## config.mk

```make
export PLATFORM = sky130hd
export DESIGN_NAME = rbsp_bit_writer_with_escape
export DESIGN_NICKNAME = d
export VERILOG_FILES = /design/src/sv/rbw_pkg.sv /design/src/sv/rbsp_bit_writer_with_escape.sv
export SDC_FILE = /design/constraint.sdc
export NUM_CORES = 1
export LEC_CHECK = 0
export BUFFER_PORTS_ARGS = -buffer_cell sky130_fd_sc_hd__buf_4
export CORE_ASPECT_RATIO = 0.7
export CORE_UTILIZATION = 30
export DETAILED_ROUTE_END_ITERATION = 10
export HOLD_SLACK_MARGIN = 0.1
export PLACE_DENSITY_LB_ADDON = 0.25
export SYNTH_ARGS = -nofsm -noshare
export SYNTH_HDL_FRONTEND = slang
export SYNTH_SLANG_ARGS = --single-unit
```

## constraint.sdc

```tcl
create_clock -name clk_i -period 8.08 [get_ports clk_i]
set_clock_uncertainty 0.2 [all_clocks]
set_input_delay 1.212 -clock clk_i [delete_from_list [all_inputs] [get_ports clk_i]]
set_output_delay 1.212 -clock clk_i [all_outputs]
set_load 0.02 [all_outputs]
```

## src/sv/rbw_pkg.sv

```systemverilog
// Package for the RBSP bit writer: item function codes, sequencer states,
// and the emulation prevention byte. No dependencies.

package rbw_pkg;

  localparam int unsigned CodeW = 32;
  localparam int unsigned RemW  = 6;
  localparam int unsigned NbW   = 6;

  localparam logic [7:0] EscByte = 8'h03;

  typedef enum logic [1:0] {
    FUNC_FIXED = 2'd0,
    FUNC_UE    = 2'd1,
    FUNC_TRAIL = 2'd2,
    FUNC_NONE  = 2'd3
  } func_e;

  typedef enum logic [2:0] {
    S_IDLE,
    S_NORM,
    S_SHIFT,
    S_ESC,
    S_EMIT
  } state_e;

endpackage

```

## src/sv/rbsp_bit_writer_with_escape.sv

```systemverilog
// RBSP bit writer: fixed fields, ue(v) Exp-Golomb codes and trailing bits, packed MSB first
// into bytes with optional emulation prevention. Depends on rbw_pkg.
// After the accept edge, a ue(v) item first scans for leading zeros (nb = bit length of value + 1);
// then each code bit is packed, each byte goes out as its own output beat (escapes too), and a
// step returns to idle unless the last bit closes a byte; the longest ue(v) code has 63 bits.
// Throughput: one item at a time, ready only in idle. Reset: async, active low; clears the
// packer, zero run and output valid, sets escape_enable to 1.

module rbsp_bit_writer_with_escape (
  input  logic                clk_i,
  input  logic                rst_ni,
  // configuration write channel
  input  logic                cfg_valid_i,
  output logic                cfg_ready_o,
  input  logic                cfg_escape_enable_i,
  // input item channel
  input  logic                in_valid_i,
  output logic                in_ready_o,
  input  logic [1:0]          func_i,
  input  logic [31:0]         value_i,
  input  logic [5:0]          bit_count_i,
  // output byte channel
  output logic                out_valid_o,
  input  logic                out_ready_i,
  output logic [7:0]          out_byte_o,
  output logic                last_o
);

  import rbw_pkg::*;

  state_e            state_q, state_d;
  logic              esc_en_q;
  logic [6:0]        pb_q, pb_d;          // collected bits, shifted in at LSB
  logic [2:0]        filled_q, filled_d;
  logic [1:0]        zero_run_q, zero_run_d;
  logic [CodeW-1:0]  code_q, code_d;      // code right-aligned; only its low rem bits are packed
  logic [RemW-1:0]   rem_q, rem_d;        // code bits still to pack
  logic [CodeW-1:0]  scan_q, scan_d;      // leading-zero scan for ue(v)
  logic [NbW-1:0]    nb_q, nb_d;
  logic [7:0]        hold_q, hold_d;      // completed byte waiting to go out
  logic              out_valid_q, out_valid_d;
  logic [7:0]        out_byte_q, out_byte_d;
  logic              last_q, last_d;

  logic              slot_free;
  logic              cur_bit;
  logic [7:0]        full_byte;
  logic [CodeW-1:0]  ue_val;
  logic [CodeW-1:0]  ue_code;
  logic [6:0]        ue_len;

  assign cfg_ready_o = 1'b1;
  assign in_ready_o  = (state_q == S_IDLE);
  assign out_valid_o = out_valid_q;
  assign out_byte_o  = out_byte_q;
  assign last_o      = last_q;

  // Output register is free when empty or draining this cycle.
  assign slot_free = !out_valid_q || out_ready_i;

  // Bits above the code width read as zero: leading zeros of wide fixed
  // fields and of ue(v) prefixes come out of here.
  assign cur_bit   = (rem_q <= RemW'(CodeW)) ? code_q[5'(rem_q - RemW'(1))] : 1'b0;
  assign full_byte = {pb_q, cur_bit};

  // Largest ue value saturates so that value + 1 fits in 32 bits.
  assign ue_val  = (value_i == '1) ? {{(CodeW-1){1'b1}}, 1'b0} : value_i;
  assign ue_code = ue_val + CodeW'(1);
  assign ue_len  = {nb_q, 1'b0} - 7'd1;

  always_comb begin
    state_d     = state_q;
    pb_d        = pb_q;
    filled_d    = filled_q;
    zero_run_d  = zero_run_q;
    code_d      = code_q;
    rem_d       = rem_q;
    scan_d      = scan_q;
    nb_d        = nb_q;
    hold_d      = hold_q;
    out_valid_d = out_valid_q && !out_ready_i;
    out_byte_d  = out_byte_q;
    last_d      = last_q;

    unique case (state_q)
      S_IDLE: begin
        if (in_valid_i) begin
          unique case (func_e'(func_i))
            FUNC_FIXED: begin
              code_d  = value_i;
              rem_d   = bit_count_i;
              state_d = S_SHIFT;
            end
            FUNC_UE: begin
              code_d  = ue_code;
              scan_d  = ue_code;
              nb_d    = NbW'(CodeW);
              state_d = S_NORM;
            end
            FUNC_TRAIL: begin
              // a one bit, then zeros to the byte boundary
              code_d  = {{(CodeW-8){1'b0}}, 8'h80 >> filled_q};
              rem_d   = RemW'(8) - {3'b000, filled_q};
              state_d = S_SHIFT;
            end
            default: state_d = S_IDLE;
          endcase
        end
      end

      S_NORM: begin
        // code >= 1, so the scan always stops
        if (scan_q[CodeW-1]) begin
          rem_d   = ue_len[RemW-1:0];
          state_d = S_SHIFT;
        end else begin
          scan_d = {scan_q[CodeW-2:0], 1'b0};
          nb_d   = nb_q - NbW'(1);
        end
      end

      S_SHIFT: begin
        if (rem_q == '0) begin
          state_d = S_IDLE;
        end else begin
          rem_d = rem_q - RemW'(1);
          if (filled_q == 3'd7) begin
            hold_d   = full_byte;
            pb_d     = '0;
            filled_d = '0;
            if (esc_en_q && zero_run_q == 2'd2 && full_byte <= EscByte) begin
              state_d = S_ESC;
            end else begin
              state_d = S_EMIT;
            end
          end else begin
            pb_d     = {pb_q[5:0], cur_bit};
            filled_d = filled_q + 3'd1;
          end
        end
      end

      S_ESC: begin
        if (slot_free) begin
          out_valid_d = 1'b1;
          out_byte_d  = EscByte;
          last_d      = 1'b0;
          zero_run_d  = '0;
          state_d     = S_EMIT;
        end
      end

      S_EMIT: begin
        if (slot_free) begin
          out_valid_d = 1'b1;
          out_byte_d  = hold_q;
          // pack empty after a flush: another byte only if 8+ bits remain
          last_d      = (rem_q < RemW'(8));
          if (hold_q == 8'h00) begin
            zero_run_d = (zero_run_q == 2'd2) ? 2'd2 : zero_run_q + 2'd1;
          end else begin
            zero_run_d = '0;
          end
          state_d = (rem_q == '0) ? S_IDLE : S_SHIFT;
        end
      end

      default: state_d = S_IDLE;
    endcase
  end

  always_ff @(posedge clk_i or negedge rst_ni) begin
    if (!rst_ni) begin
      state_q     <= S_IDLE;
      esc_en_q    <= 1'b1;
      pb_q        <= '0;
      filled_q    <= '0;
      zero_run_q  <= '0;
      rem_q       <= '0;
      out_valid_q <= 1'b0;
    end else begin
      state_q     <= state_d;
      pb_q        <= pb_d;
      filled_q    <= filled_d;
      zero_run_q  <= zero_run_d;
      rem_q       <= rem_d;
      out_valid_q <= out_valid_d;
      if (cfg_valid_i) begin
        esc_en_q <= cfg_escape_enable_i;
      end
    end
  end

  always_ff @(posedge clk_i) begin
    code_q     <= code_d;
    scan_q     <= scan_d;
    nb_q       <= nb_d;
    hold_q     <= hold_d;
    out_byte_q <= out_byte_d;
    last_q     <= last_d;
  end

`ifndef ASSERT_OFF
  // zero run saturates at two
  a_zero_run_sat: assert property (@(posedge clk_i) disable iff (!rst_ni)
    zero_run_q != 2'd3)
    else $error("zero run counter overflowed");

  // idle means every code bit has been packed
  a_idle_drained: assert property (@(posedge clk_i) disable iff (!rst_ni)
    state_q == S_IDLE |-> rem_q == '0)
    else $error("idle with code bits left");

  // an escape is only pending for a small byte after two zero bytes
  a_esc_cause: assert property (@(posedge clk_i) disable iff (!rst_ni)
    state_q == S_ESC |-> hold_q <= EscByte && zero_run_q == 2'd2 && esc_en_q)
    else $error("escape pending without cause");

  // the escape beat is never the last beat of an item
  a_esc_not_last: assert property (@(posedge clk_i) disable iff (!rst_ni)
    state_q == S_ESC && slot_free |=> out_valid_q && !last_q && out_byte_q == EscByte)
    else $error("escape beat flagged last");
`endif

endmodule

```

==> results of run 1 <==
[cells in the mapped netlist, types with 4 or more instances]
library cell  instances  share of area
and2_1                5         0.0047
o22ai_1               4         0.0037
nor4_1               11          0.010
xor2_1                7         0.0092
or3_1                 8         0.0075
o21ai_0              54          0.040
dfrtp_1              22          0.082
clkbuf_1             38          0.021
o211ai_1             10          0.011
nor3b_1               5         0.0056
a21oi_1              26          0.019
and3_1               14          0.013
nand2_1              62          0.035
mux4_2                8          0.027
a22o_1                8          0.010
nor2_1               43          0.024
buf_2                10         0.0075
edfxtp_1             86           0.39
inv_1                24          0.013
ha_1                 20          0.037
a211o_1               5         0.0066
mux2i_1               7          0.010
nor3_1               19          0.014
nand3_1              47          0.035
xnor2_1              21          0.028
o31ai_1               7         0.0079
and4_1                7         0.0092
a31oi_1              15          0.014
nand4_1              10         0.0094
or4_1                 8         0.0090
[per-stage QoR]
stage	util	setup WS, ns	hold slack, ns
finish	0.3489	3.427	0.3125
global route	0.3489	3.339	0.3174
CTS	0.3489	3.571	0.3097
detailed placement	0.3351	3.222	0.2917
global placement	0.3351	3.290	0.2900
floorplan	-	2.890	0.2463
[area by class of cell]
| cell class | instances | area (sq um) |
|---|---|---|
| fill | 2191 | 14190 |
| timing repair buffer | 63 | 473.0 |
| tap | 282 | 352.8 |
| multi-input combinational | 485 | 3222 |
| clock inverter | 6 | 51.30 |
| clock buffer | 10 | 250.2 |
| inverter | 25 | 93.84 |
| sequential | 109 | 3159 |
[state kept, by name, summed over array words and instances, names as in the netlist, 2 cells and up]
register and cells:
scan_q 32, zero_run_q 2, out_byte_o 8, rem_q 6, code_q 32, hold_q 8
pb_q 7, nb_q 5, state_q 3, filled_q 3
[cells by family after synthesis]
kind of cell,after synthesis,synth area share
and+or+nand+nor,257,0.2020
AOI/OAI and AO/OA,162,0.1629
xor gates and xnor gates,28,0.03669
muxes,17,0.04081
other,1,0.0005610
buffers and inverters,77,0.04699
DFF,109,0.4727
adders and majority gates,20,0.03744
[critical path, stage by stage]
cell and delay [ns]:
buf_4 0.14, and4_1 0.24, nand4_1 0.56, or4b_4 0.29
and2_1 0.15, ha_1 0.28, nand4_1 0.24, nor4_2 0.88
nand3_1 0.26, xor2_1 0.20, o21ai_0 0.09
[where the power goes]
group / leakage [nW] / switching, W / internal [W] / total, W
Clock: 0.150 / 0.000227 / 0.000234 / 0.000461
Sequential: 1.09 / 0.000121 / 0.000785 / 0.000906
Combinational: 1.47 / 0.000502 / 0.000321 / 0.000823
[path summary, 6_finish.rpt]
path	to	slack (ns)	cells past startpoint
worst max-delay path	scan_q[20]$_DFFE_PP_	3.43	11
worst min-delay path	hold_q[7]$_DFFE_PP_	0.31	0
worst max register to register	state_q[1]$_DFFE_PN0P_	4.61	7
worst min register to register	hold_q[7]$_DFFE_PP_	0.31	0
max in group asynchronous	esc_en_q$_DFFE_PN1P_	6.81	1
min in group asynchronous	rem_q[3]$_DFFE_PN0P_	0.55	1
[metal layers]
layer,track usage,vias to the layer above,wire length [um],part of all wire
met5,0,-,0,0
met2,0.2401,167,7775,0.41
met1,0.2608,2691,9881,0.52
met3,0.03273,13,1019,0.054
met4,0.02514,0,160,0.0085
li1,-,2573,-,-
==> flow_metrics.tcl, run 1 <==
set metrics [dict create \
    status "finished, final reports clean" \
    critPathLaunch "value_i[8]" \
    gp_congestion 0.8371 \
    final_common_cell "edfxtp_1" \
    vias 5444 \
    ctsHoldBuffers 0 \
    htreeDepth 3 \
    period_needed_ns 4.653 \
    cts_sinks 109 \
    final_cell_mix "86 x edfxtp_1, 63 x buf_4, 62 x nand2_1, 54 x o21ai_0, 47 x nand3_1" \
    ant_nets 0 \
    max_freq_ghz 0.2149 \
    cts_setup_buffers 0 \
    cellPowerDensity_nw_per_um2 288.1 \
    stdcell_area_sq_um 7602 \
    cts_buffer_depth 2 \
    cts_root_buffer "clkbuf_16" \
    crit_arrival_ns 4.55 \
    hp-class "reg -> reg" \
    setup_tns_ns 0 \
    ys_ff_latch 109 \
    cp_data_required_time_ns 7.97 \
    critical_path_class "in -> reg" \
    synth-edff-count 86 \
    synthesis.nets 737 \
    place_area_sq_um 7301 \
    clock_latency_ns 0.36 \
    dpl.cell_count 964 \
    power.total_w 0.002190 \
    post_cts_resized 0 \
    ys.flop_type "edfxtp_1" \
    rr_startpoint "rem_q[0]$_DFFE_PN0P_" \
    grt_pass1_vias 4968 \
    die_area_sq_um 22890 \
    grt_setup_unrepaired "false" \
    cts_buffers 9 \
    fp.dieH_um 126.9 \
    die_w_um 180.4 \
    drt_pass1_iterations 6 \
    avgViaCountPerCell 5.555 \
    diodes 0 \
    dpl.hpwl_um 13010 \
    seq_area_frac_synth 0.4727 \
    grt_max_degree 47 \
    port_buffers 56 \
    async_reset_ff_frac 0.2110 \
    nets 759 \
    drt-total-wl_um 18840 \
    finalSetupViolCount 0 \
    clk_pin_slew_worst_paths_ns 0.08 \
    startpoint_type "input pin" \
    end_kind "flip-flop" \
    ir_drop_v 0.0001032 \
    overflow 0 \
    maxCapViolCount 0 \
    cts_tree "built" \
    synthCells 671 \
    drive_gt1_frac 0.1562 \
    hold_viol 0 \
    slew-limit-headroom 0.2428 \
    maxSlewViolCount 0 \
    area_growth_pct 13.74 \
    syn_area_per_cell_sq_um 9.961 \
    layout.cells.non_filler 980 \
    crit_path_max_fanout 12 \
    worst_slew_pin_slew_ns 1.136 \
    min_from "pb_q[6]$_DFFE_PN0P_" \
    start_util 0.3067 \
    grt_util_all_layers 0.1676 \
    antenna_found_initial 0 \
    p_leak_nw 2.711 \
    first_iter_violations 481 \
    io_pins 58 \
    core_sq_um 21790 \
    synth.distinct_cells 75 \
    num_rows 45 \
    grt_first_pass_wirelength_um 29550 \
    remaining_drc_errors 0 \
    yosys_warnings 0 \
    wl_per_cell_um 19.22 \
    netlist_area_sq_um 6684 \
    fin_crit_sh 0.5758 \
]
(Power assumes the default switching activity.)
==> run 2: changes to the inputs <==
==> constraint.sdc (replaced) <==
create_clock -name clk_i -period 4.5 [get_ports clk_i]
set_clock_uncertainty 0.2 [all_clocks]
set_input_delay 0.675 -clock clk_i [delete_from_list [all_inputs] [get_ports clk_i]]
set_output_delay 0.675 -clock clk_i [all_outputs]
set_load 0.02 [all_outputs]
==> run 2 against run 1 <==
- critical path type unchanged
- final cell count up 0.92%
- critical path depth did not move
- sequential power is 79% higher
- worst setup slack got worse by 2.6 ns
- count of clock-buffer cells in the layout fell by 1
- highest routed layer unchanged
- critical endpoint is now scan_q[18]$_DFFE_PP_
- final area increased by 0.87%
- global-route usage grew 0.15 points
- non-clock buffer count is 9 higher
- hold slack worse by 0.043 ns
- utilization is 0.30 points higher
==> flow_metrics.tcl, run 2 (synthesized netlist as in run 1, its figures left out) <==
set metrics [dict create \
    maxCapViolCount 0 \
    critPathBufInv 1 \
    crit_top_cell "and4_1" \
    finalSetupViolCount 0 \
    cts_sinks 109 \
    drt_pass1_iterations 5 \
    ant_nets 0 \
    gp_congestion 0.8604 \
    vias 5394 \
    final_common_cell "edfxtp_1" \
    multi_input_area_sq_um 3237 \
    drive_gt1_frac 0.1655 \
    hp-class "reg -> reg" \
    grt_pass1_vias 4989 \
    crit_path_end "scan_q[18]$_DFFE_PP_" \
    num_rows 45 \
    critPathTopFamily "simple AND/OR/NAND/NOR gates" \
    remaining_drc_errors 0 \
    grt_setup_unrepaired "false" \
    cp_data_required_time_ns 4.36 \
    cts_tree "built" \
    crit_path_cell_trace "buf_4 -> and4_1 -> and4_1 -> or4b_4 -> and2_1 -> ha_1 -> nand4_1 -> nor4_2 -> nand3_1 -> xor2_1 -> o21ai_0" \
    p_leak_nw 2.743 \
    clock_latency_ns 0.36 \
    fin_crit_sh 0.8219 \
    cts_buffers 9 \
    status "finished, final reports clean" \
    drt-total-wl_um 18740 \
    worst_slew_pin_slew_ns 1.154 \
    die_w_um 180.4 \
    avgViaCountPerCell 5.454 \
    critical_path_class "in -> reg" \
    cp.depth 11 \
    cp_slowest_cell "nor4_2" \
    fill_cells 2196 \
    die_area_sq_um 22890 \
    max_freq_ghz 0.2704 \
    first_iter_violations 553 \
    regArea_sq_um 3159 \
    crit_path_max_fanout 10 \
    slew-limit-headroom 0.2298 \
    antenna_found_initial 0 \
    diodes 0 \
    fp.dieH_um 126.9 \
    crit_arrival_ns 3.56 \
    fin_hold_ws_ns 0.2698 \
    grt_util_all_layers 0.1690 \
    io_pins 58 \
    maxSlewViolCount 0 \
    rr_startpoint "rem_q[0]$_DFFE_PN0P_" \
    r2r-end "hold_q[0]$_DFFE_PP_" \
    ctsHoldBuffers 1 \
    final_core_util 0.3519 \
    cts_buffer_depth 2 \
    hold_viol 0 \
    port_buffers 56 \
    rr_worst_depth 6 \
    reg_top3 "code_q (32), scan_q (32)" \
    startpoint_type "input pin" \
    setup_tns_ns 0 \
    wl_per_cell_um 18.94 \
    cts_root_buffer "clkbuf_16" \
    cellPowerDensity_nw_per_um2 509.5 \
    overflow 0 \
    grt_first_pass_wirelength_um 29770 \
    final_cell_mix "86 x edfxtp_1, 71 x buf_4, 62 x nand2_1, 54 x o21ai_0, 47 x nand3_1" \
    area_growth_pct 14.73 \
    htreeDepth 3 \
    cpPeakStageDelay_ns 0.89 \
    start_util 0.3067 \
    critPathLaunch "value_i[25]" \
    end_kind "flip-flop" \
    clk_pin_slew_worst_paths_ns 0.08 \
    nets 768 \
    post_cts_resized 0 \
    grt_max_degree 37 \
    core_sq_um 21790 \
    ir_drop_v 0.0001837 \
    cts_setup_buffers 0 \
    reg2reg_slack_ns 1.30 \
    dpl.hpwl_um 13310 \
    period_needed_ns 3.698 \
]
run 2: cell type report:
cell class | count | area share
timing repair buffer | 72 | 0.07081
tap | 282 | 0.04601
sequential | 109 | 0.4120
inverter | 25 | 0.01224
clock inverter | 7 | 0.007505
clock buffer | 9 | 0.02937
multi-input combinational | 485 | 0.4221
run 2: metrics by stage:
stage / instances / worst slack (ns) / total power (W) / area, sq um
detailed placement: 972 / 0.4794 / 0.003140 / 7376
global placement: 972 / 0.5461 / 0.003138 / 7376
CTS: 989 / 0.8763 / 0.003938 / 7669
global route: 989 / 0.6222 / 0.004169 / 7669
floorplan: 671 / 1.017 / 0.002620 / 6695
finish: 989 / 0.8016 / 0.003907 / 7669
run 2: worst min path at each step:
| stage | startpoint | end | slack [ns] | cells past startpoint |
|---|---|---|---|---|
| CTS | pb_q[6]$_DFFE_PN0P_ | hold_q[7]$_DFFE_PP_ | 0.28 | 0 |
| detailed placement | pb_q[6]$_DFFE_PN0P_ | hold_q[7]$_DFFE_PP_ | 0.26 | 0 |
| global placement | pb_q[6]$_DFFE_PN0P_ | hold_q[7]$_DFFE_PP_ | 0.29 | 0 |
| finish | pb_q[6]$_DFFE_PN0P_ | hold_q[7]$_DFFE_PP_ | 0.27 | 0 |
| global route | pb_q[6]$_DFFE_PN0P_ | hold_q[7]$_DFFE_PP_ | 0.29 | 0 |
| floorplan | rst_ni | filled_q[0]$_DFFE_PN0P_ | 0.18 | 0 |
run 2: metal layers:
| metal | part of all wire | routed length [um] | GRT usage | up-vias |
|---|---|---|---|---|
| met2 | 0.40 | 7583 | 0.2319 | 155 |
| met4 | 0.010 | 188 | 0.04173 | 0 |
| met1 | 0.53 | 9914 | 0.2658 | 2619 |
| li1 | - | - | - | 2607 |
| met3 | 0.056 | 1049 | 0.03244 | 13 |
| met5 | 0 | 0 | 0 | - |
run 2: where the power goes:
| group | internal, W | switching, W | total, W | leakage (nW) |
|---|---|---|---|---|
| clock | 0.000386 | 0.000407 | 0.000792 | 0.140 |
| sequential | 0.00141 | 0.000208 | 0.00162 | 1.09 |
| combinational | 0.000592 | 0.000906 | 0.00150 | 1.51 |
| total | 0.00239 | 0.00152 | 0.00391 | 2.74 |
